`config.mk`:
```
export PLATFORM = sky130hd
export DESIGN_NAME = lpbd_ctrl
export DESIGN_NICKNAME = d
export VERILOG_FILES = /design/src/lpbd_pkg.sv /design/src/lpbd_ctrl.sv
export SDC_FILE = /design/constraint.sdc
export NUM_CORES = 1
export LEC_CHECK = 0
export ABC_AREA = 1
export BUFFER_PORTS_ARGS = -buffer_cell sky130_fd_sc_hd__buf_2
export CORE_AREA = 2 2 39 41
export CTS_BUF_LIST = sky130_fd_sc_hd__clkbuf_8
export CTS_CLUSTER_SIZE = 24
export DETAILED_ROUTE_END_ITERATION = 8
export DIE_AREA = 0 0 41 43
export MAX_ROUTING_LAYER = met4
export PLACE_DENSITY = 0.42
export SKIP_CTS_REPAIR_TIMING = 1
export SLEW_MARGIN = 20
export SYNTH_ARGS = -nofsm -noshare
export SYNTH_HDL_FRONTEND = slang
export SYNTH_SLANG_ARGS = --single-unit
```
`constraint.sdc`:
```
create_clock -name clk -period 1.44 [get_ports clk]
set_clock_uncertainty 0.2 [all_clocks]
set_input_delay 0.072 -clock clk [delete_from_list [all_inputs] [get_ports clk]]
set_output_delay 0.072 -clock clk [all_outputs]
set_load 0.02 [all_outputs]
```
`src/lpbd_pkg.sv`:
```
// ----------------------------------------------------------------------------
// lpbd_pkg
// Shared constants, codes and controller/datapath interface types for the
// prefix-command byte decompressor.
// ----------------------------------------------------------------------------
package lpbd_pkg;

  // default sizes
  localparam int DEF_WINDOW   = 65536;
  localparam int DEF_MAX_COPY = 512;

  // command byte class boundaries
  localparam logic [7:0] CMD_LIT  = 8'h80;
  localparam logic [7:0] CMD_SEED = 8'h90;
  localparam logic [7:0] CMD_LSH  = 8'hA0;
  localparam logic [7:0] CMD_OSH  = 8'hC0;

  // field masks
  localparam logic [7:0] MASK_OSH = 8'h3F;
  localparam logic [7:0] MASK_LSH = 8'h1F;
  localparam logic [7:0] MASK_LOW = 8'h0F;

  // result status codes
  localparam logic [1:0] ST_OK   = 2'd0;
  localparam logic [1:0] ST_DIST = 2'd1;
  localparam logic [1:0] ST_LEN  = 2'd2;

  // controller -> datapath
  typedef struct packed {
    logic take;        // input transaction accepted
    logic setup;       // compute copy source, load first chunk
    logic rd_issue;    // issue one history read
    logic emit_chunk;  // send packed copy chunk
  } ctrl_cmd_t;

  // datapath -> controller
  typedef struct packed {
    logic copy_go;     // current input byte starts a valid copy
    logic can_emit;    // output register free this cycle
    logic last_issue;  // last read of the current chunk
    logic copy_end;    // current chunk finishes the copy
  } dp_stat_t;

endpackage

```
`src/lpbd_ctrl.sv`:
```
// ----------------------------------------------------------------------------
// lpbd_ctrl
// Sequencer: accepts input bytes and walks copy commands chunk by chunk.
// ----------------------------------------------------------------------------
module lpbd_ctrl
  import lpbd_pkg::*;
(
  input  logic       clk,
  input  logic       rst,
  input  logic       in_valid,
  output logic       in_stall,
  input  dp_stat_t   stat,
  output ctrl_cmd_t  cmd
);

  localparam logic [2:0] S_IDLE  = 3'd0;
  localparam logic [2:0] S_SETUP = 3'd1;
  localparam logic [2:0] S_RUN   = 3'd2;
  localparam logic [2:0] S_DRAIN = 3'd3;
  localparam logic [2:0] S_EMIT  = 3'd4;

  logic [2:0] state, state_next;

  // input accepted only when idle and a result slot is free
  assign in_stall = !((state == S_IDLE) && stat.can_emit);

  always_comb begin
    cmd            = '0;
    state_next     = state;
    cmd.take       = (state == S_IDLE) && stat.can_emit && in_valid;
    unique case (state)
      S_IDLE: begin
        if (cmd.take && stat.copy_go) state_next = S_SETUP;
      end
      S_SETUP: begin
        cmd.setup  = 1'b1;
        state_next = S_RUN;
      end
      S_RUN: begin
        cmd.rd_issue = 1'b1;
        if (stat.last_issue) state_next = S_DRAIN;
      end
      S_DRAIN: begin
        state_next = S_EMIT;
      end
      S_EMIT: begin
        if (stat.can_emit) begin
          cmd.emit_chunk = 1'b1;
          state_next     = stat.copy_end ? S_IDLE : S_RUN;
        end
      end
      default: state_next = S_IDLE;
    endcase
  end

  always_ff @(posedge clk) begin
    if (rst) begin
      state <= S_IDLE;
    end else begin
      state <= state_next;
    end
  end

endmodule

```
# Word-level counts from Yosys, hierarchy flattened
# Cells that the tools add are included.
# op_classes
n_eq_ne,7
mux,9
n_reduce_logical,6
# op_table
cell,count
$pmux 3 s5,1
$mux 3,3
$eq 3x2->1 const B,2
$mux 1,4
$ne 2x2->1 const B,2
$eq 3x1->1 const B,1
$eq 3x3->1 const B,1
$logic_and 1x1->1,3
$logic_not 3->1,1
$reduce_and 3->1,1
$mux 2,1
$ne 2x1->1 const B,1
$logic_not 1->1,1
# word_totals
ff_bits,3
inputBits,7
output_inout_bits,5
word_cells,23

# Depth between registers and ports, before layout
# Gate-level depths: netlist of run 1.
# depth
word_depth,6
mapped_depth,8
ltp_nobuf,8

# Worst setup path before layout of run 1
# OpenSTA, ideal clock, no wires.
# synth_path
path_type,register to output
start,register state[0]
end,output cmd[3] (netlist name)
t_arrival_ns,1.102
required_time_ns,1.168
setup_slack_ns,0.066
path_stages_with_launch,6
n_path_buf,0
cell_sequence,dfxtp_1 > inv_2 > nand2_4 > nor2_1 > nand2_1 > nor2_1
# synth_lines
element,line,text
from (decl),lpbd_ctrl.sv:22,"logic [2:0] state, state_next;"
from (signal assigned),lpbd_ctrl.sv:60,state <= state_next;
to (decl),lpbd_ctrl.sv:13,output ctrl_cmd_t cmd

==> summary.md, run 1 <==
The flow ran to the end, and the final reports show no timing, DRC or antenna violations. The total iterations of the first detailed-routing run is 3. Counting flops and latches in the post-synthesis netlist gives 3.

At the worst endpoint, the required time is 1.17 ns. The register with the highest flop count is state. The min-delay analysis places its worst path in the category input port to register. The relative slew slack was 0.8343. The tools report the startpoint type of the worst setup path as a register.

From synthesis to final layout, the design area changed by 86.63%. The initial antenna violation count was 0. The number of clock sinks was 3; the pin slew with the least headroom to its limit was 0.2471 ns. For the total routing resource utilization after global routing, the log shows 0.07202. The post-route clock period utilization is 0.9451, and the upper clock frequency limit is 0.7348 GHz. The average instance area after synthesis is 6.521 um^2. The via density per instance came out at 3.855.

The clock buffer count from CTS is 3. met2 is the most crowded layer. Data on the critical path arrives at its endpoint at 1.09 ns.

The post-synthesis net count was 40; the number of violations of the max-capacitance limit was 0. Number of H-tree levels: 1. The global-route met1 utilization is 0.06431, and the relative contribution of combinational cells to total power is 0.198. The cell depth of the worst flop-to-flop path was 7; the layout cell share with drive strength beyond 1 was 0.5660.

The run gives 232 as the number of global-route vias before repair. The run gives 0.1094 as the global-route track usage on met2. The floorplan step defined a die boundary enclosing 0.001763 mm^2. At the later pin of the worst-skew pair, clock insertion delay measures 0.21 ns. The total number of nets in the final design was 61. The first global-routing pass estimated 800 um of wire. The sequential cell fraction of total power was 0.226; the leakage power of the design was 0.2105 nW.

The largest registers in the layout are state (3). The tree is rooted in a clkbuf_8. The number of hold violations in the final report was 0. Met3 demand-to-capacity share in global routing: 0.04712. After layout, the minimum clock period comes to 1.361 ns. The logs give 432.6 um for the post-DP HPWL and 266 for the total number of vias. Summed over all nets, the switching power comes to 0.09756 mW. The startpoint identified for the worst register-to-register timing path is state[2].

Overall overflow remaining after global route: 0. The die is 41 um wide. For this block, the initial DRC count from the detailed router was 2.

In this run the remaining antenna-violating nets after routing total 0. STA classifies the critical path endpoint as a primary output. After filler insertion, the fill cell instance count of the layout stands at 164. The run gives 0.4076 mV as the maximum vdd drop. The run gives 0.3059 mW as the internal portion of total power. The clock transition at the registers of the reported paths was 0.03 ns. The run gives 0 as the number of synthesis warnings. The netlist uses 14 different library cells. Summed over all layers, the routed wires come to 560 um. The floorplan has 14 rows.

The logs give 215.2 um^2 for the synthesized area and 0 for the number of antenna cells inserted. The worst reg-to-reg setup slack is 0.17 ns, and the fraction of power consumed by the clock network is 0.576. The leading cell type in the layout, fill and taps excluded was buf_2.

TritonCTS built the clock tree. For the clock tree buffer depth, the log shows 2. The maximum fanout along the worst path came out at 4.

The most critical setup path has its startpoint at state[0]. Type of the worst setup path: register to primary output. The register with the most flip-flops in the layout has 3 of them. The sequential element share of the synthesized area was 0.2791; the initial cell density of the core was 0.1555. The logs give 0 for the number of setup violations in the final report and 0 ns for the total negative slack for setup checks. The vertical die dimension is 43 um, and the wire length per cell after detailed routing is 8.116 um. Dividing total power by cell area gives a power density of 1005 mW/mm^2. The run gives 0 as the number of remaining DRC errors.

The region available for standard cell placement spans 0.001384 mm^2. The pin count of the biggest net entering global routing was 5. In the synthesized netlist, the number of instances is 33.

Pin placement for this block handled 12 I/O pins. Power comes to 0.4035 mW. The final count of pins violating max slew is 0.

The worst register-to-register path ends at state[0]. The capturing element of the worst setup path is cmd[3]. In the layout the commonest cells are 10 x buf_2, 8 x inv_1, 4 x nand3_1. Routability-driven placement finished with a final weighted congestion of 0.6688. The switching share of power came out at 0.2418.

Port buffering added 11 buffers.
layout make-up:
class / count / area, um^2 / area share
flip-flops and latches: 3 / 62.56 / 0.1558
repair buffers: 16 / 103.9 / 0.2586
clock inverters: 1 / 3.754 / 0.009346
inverters: 11 / 43.79 / 0.1090
well taps: 16 / 20.02 / 0.04984
multi-input cells: 19 / 126.4 / 0.3146
clock buffers: 3 / 41.29 / 0.1028
cells by family after synthesis:
group	synth area share
compound gates	0.1046
simple gates	0.4244
flops	0.2791
buf+inv	0.1919
metrics by stage:
stage               instances  setup WS (ns)  utilization  hold WS (ns)  cell area (um^2)
global route               69       -0.01178       0.2902       0.04605             401.6
global placement           60         0.1900       0.2098       0.08785             290.3
detailed placement         60         0.2008       0.2098       0.07716             290.3
CTS                        64       -0.02017       0.2423       -0.1466             335.3
floorplan                  33        0.06607            -      -0.05893             215.2
finish                     69        0.07900       0.2902       0.02025             401.6
worst min path at each step:
stage,start,end,slack (ns),depth (start not counted)
3_3_place_gp,rst,state[2],0.09,2
3_5_place_dp,rst,state[1],0.08,2
4_1_cts,rst,state[1],-0.15,2
5_1_grt,stat[3],state[0],0.05,5
6_report,stat[3],state[0],0.02,5
2_1_floorplan,rst,state[1],-0.06,1
cell usage after synthesis:
cell type | count | area share
nand2_2 | 1 | 0.029
nand2_1 | 3 | 0.052
inv_2 | 4 | 0.070
dfxtp_1 | 3 | 0.28
nand4_1 | 2 | 0.058
o31ai_2 | 1 | 0.058
nor3_1 | 1 | 0.023
nor4_1 | 1 | 0.029
a21oi_1 | 2 | 0.047
inv_1 | 7 | 0.12
nand3_1 | 4 | 0.093
nor2_4 | 1 | 0.052
nor2_1 | 2 | 0.035
nand2_4 | 1 | 0.052
per-layer routing:
layer	up-vias	wire length, um
li1	145	-
met1	115	220
met2	6	300
met3	0	39
met4	0	0
met5	-	0
critical path, stage by stage (launching register included):
cell	delay [ns]
dfxtp_2	0.33
inv_2	0.08
nand2_4	0.07
nor2_4	0.11
nand2_2	0.06
nor2_2	0.11
buf_6	0.12
power groups by stage:
stage                     Combinational [mW]  Clock [mW]  Sequential, mW
after floorplan                       0.0407           0          0.0908
after global placement                0.0619           0          0.0914
after detailed placement              0.0616           0          0.0915
after global routing                  0.0868       0.251          0.0918
final                                 0.0798       0.232          0.0914
after CTS                             0.0618       0.239          0.0904
No activity file was read; power rests on OpenSTA's default activity.
==> inputs of run 2 (changes only) <==
CTS_BUF_LIST = default   (was sky130_fd_sc_hd__clkbuf_8)
==> run 2 against run 1 <==
Worst setup slack got worse by 0.016 ns; highest routed layer unchanged; register-to-register slack is essentially flat; first-iteration DRC count fell by 100%; critical path depth stayed put; sequential power about the same; sequential share of layout area up 0.76 points; non-clock buffer count unchanged.
==> summary.md, run 2 (synthesis gave the netlist of run 1 again) <==
The initial cell density of the core came out at 0.1555. Row generation in the floorplan step produced 14 rows. The flip-flop count of the largest register after layout was 3.

The sort of element at the end of the critical path was a primary output. The relative contribution of combinational cells to total power was 0.254; the overall overflow remaining after global route was 0. The maximum fanout along the worst path is 4. In this run the most critical hold path is launched from stat[3].

The tools report the setup slack at placement as 0.2008 ns. Entering global routing, the biggest net connects 5 pins. The total iterations of the first detailed-routing run was 1.

The path class of the tightest hold or removal check is input port to register. Final count of pins violating max slew: 0. The tree is rooted in a clkbuf_4. The arrival time reported for the critical path endpoint is 1.11 ns. The pin slew with the least headroom to its limit was 0.2471 ns; the clock buffer count from CTS was 3.

Total routing resource utilization after global routing: 0.06893. The signal on the critical path passes through inv_2 -> nand2_4 -> nor2_4 -> nand2_2 -> nor2_2 -> buf_6. The region available for standard cell placement spans 0.001384 mm^2.

The number of H-tree levels was 1; the initial antenna violation count was 0. Internal power comes to 0.2283 mW. Number of antenna cells inserted: 0. Power density over the cells: 822.0 mW/mm^2. Tracing the worst setup path back leads to its startpoint at state[0].

Dividing the detail-routed wire length by the instance count gives 8.000 um. The endpoint identified for the worst register-to-register timing path is state[0]. For the leakage power of the design, the log shows 0.1985 nW.

In the final timing run, aggregate negative setup slack is 0 ns. The switching share of power was 0.2745; the weighted congestion at the end of routability-driven global placement was 0.6688. Counting tap cells, the placed design contains a total of 60 instances. Clock tree buffer depth: 2. The die covers 0.001763 mm^2.

The sequential cell fraction of total power is 0.290, and the overall routed net length is 552 um. The worst register-to-register path begins at state[2]. The first global-routing pass estimated 779 um of wire. The leading cell type in the layout, fill and taps excluded was buf_2.

The upper clock frequency limit is 0.7261 GHz, and the number of hold violations in the final report is 0. The register with the most flip-flops in the final layout is state. For the relative slew slack, the log shows 0.8343. For this design, the slowest cell found on the critical path is dfxtp_2. The run gives 0 as the number of setup violations in the final report.

The worst hold path was traced through 5 stages. The delay of the slowest critical-path stage was 0.33 ns. Final hold analysis gives a worst-case slack of 0.004588 ns. The critical path is of the register to primary output type. The number of clock sinks was 3.

The number of antenna-violating nets in the routed design came out at 0. After the first detailed-routing iteration, the DRC count stood at 0. The worst hold path terminates at state[0].

The clock transition at the registers of the reported paths was 0.03 ns; the required time reported for the critical path endpoint was 1.17 ns. The tools report the startpoint type of the worst setup path as a register. The chip width was 41 um; the worst reg-to-reg setup slack was 0.17 ns. TritonCTS built the clock tree. The layout cell share with drive strength beyond 1 is 0.5660. For this run, the number of standard cells in the final layout without fillers is 69.

The run finished with clean final reports. After detailed routing, the number of vias per cell comes to 3.855. The worst register-to-register path has a depth of 7. Summing internal, switching and leakage power gives 0.3147 mW. The fraction of power consumed by the clock network was 0.457. The analysis attributes to net switching a power of 0.08639 mW.

The library cells used most frequently in the layout, excluding fill and tap cells, are 10 x buf_2, 7 x inv_1, 4 x nand3_1. The relative area change from synthesis to final layout is 77.91%. Detailed routing inserted a total of 266 vias.

The later pin in the worst-skew pair is clocked with a latency of 0.23 ns. For this run, the post-layout net count is 61. The maximum vdd drop was 0.2948 mV. The largest registers in the layout are state (3). The run gives 231 as the number of global-route vias before repair. 12 I/O pins were placed. The vertical die dimension was 43 um. Time the final worst path needs with I/O delays and setup: 1.377 ns. The post-route clock period utilization was 0.9564; the post-DP HPWL was 432.6 um. After layout, the worst setup slack is 0.06277 ns.

Setup repair after global routing could not meet its margin everywhere. In the routed design, unresolved DRC markers number 0. The number of I/O port buffers was 11; the number of violations of the max-capacitance limit was 0.
-- run 2: changes by cell type in the layout (fill, tap and decap cells not counted), sizes merged --
cell and delta:
inv -1, clkbuf +1
-- run 2: power groups by stage --
stage | logic (mW) | clock network (mW) | registers (mW)
3_3_place_gp | 0.0619 | 0 | 0.0914
5_1_grt | 0.0868 | 0.161 | 0.0915
6_report | 0.0798 | 0.144 | 0.0912
3_5_place_dp | 0.0616 | 0 | 0.0915
4_1_cts | 0.0618 | 0.155 | 0.0902
2_1_floorplan | 0.0407 | 0 | 0.0908
-- run 2: routing by layer --
metal | part of all wire | GRT usage
met2 | 0.54 | 0.1094
met4 | 0 | 0.06000
met1 | 0.40 | 0.06431
met5 | 0 | -
met3 | 0.058 | 0.01571
-- run 2: area by class of cell --
| class | count | area, um^2 |
|---|---|---|
| inverters | 11 | 43.79 |
| repair buffers | 16 | 103.9 |
| clock buffers | 4 | 26.28 |
| fillers | 169 | 1001 |
| flip-flops and latches | 3 | 62.56 |
| multi-input cells | 19 | 126.4 |
| well taps | 16 | 20.02 |
-- run 2: worst max-delay path by stage --
| stage | to | cells after the start | slack (ns) |
|---|---|---|---|
| floorplan | cmd[3] | 5 | 0.07 |
| global placement | cmd[3] | 6 | 0.19 |
| detailed placement | state[0] | 8 | 0.20 |
| CTS | cmd[3] | 6 | -0.05 |
| global route | cmd[3] | 6 | -0.03 |
| finish | cmd[3] | 6 | 0.06 |
-- run 2: critical path: cells and delay by family (launching register included) --
| family | cells | cell delay (ns) |
|---|---|---|
| buf+inv | 2 | 0.20 |
| flops | 1 | 0.33 |
| simple gates | 4 | 0.35 |
-- run 2: metrics by stage --
| step | utilization | instance area, um^2 |
|---|---|---|
| floorplan | - | 215.2 |
| global placement | 0.2098 | 290.3 |
| detailed placement | 0.2098 | 290.3 |
| CTS | 0.2288 | 316.6 |
| global route | 0.2767 | 382.9 |
| finish | 0.2767 | 382.9 |
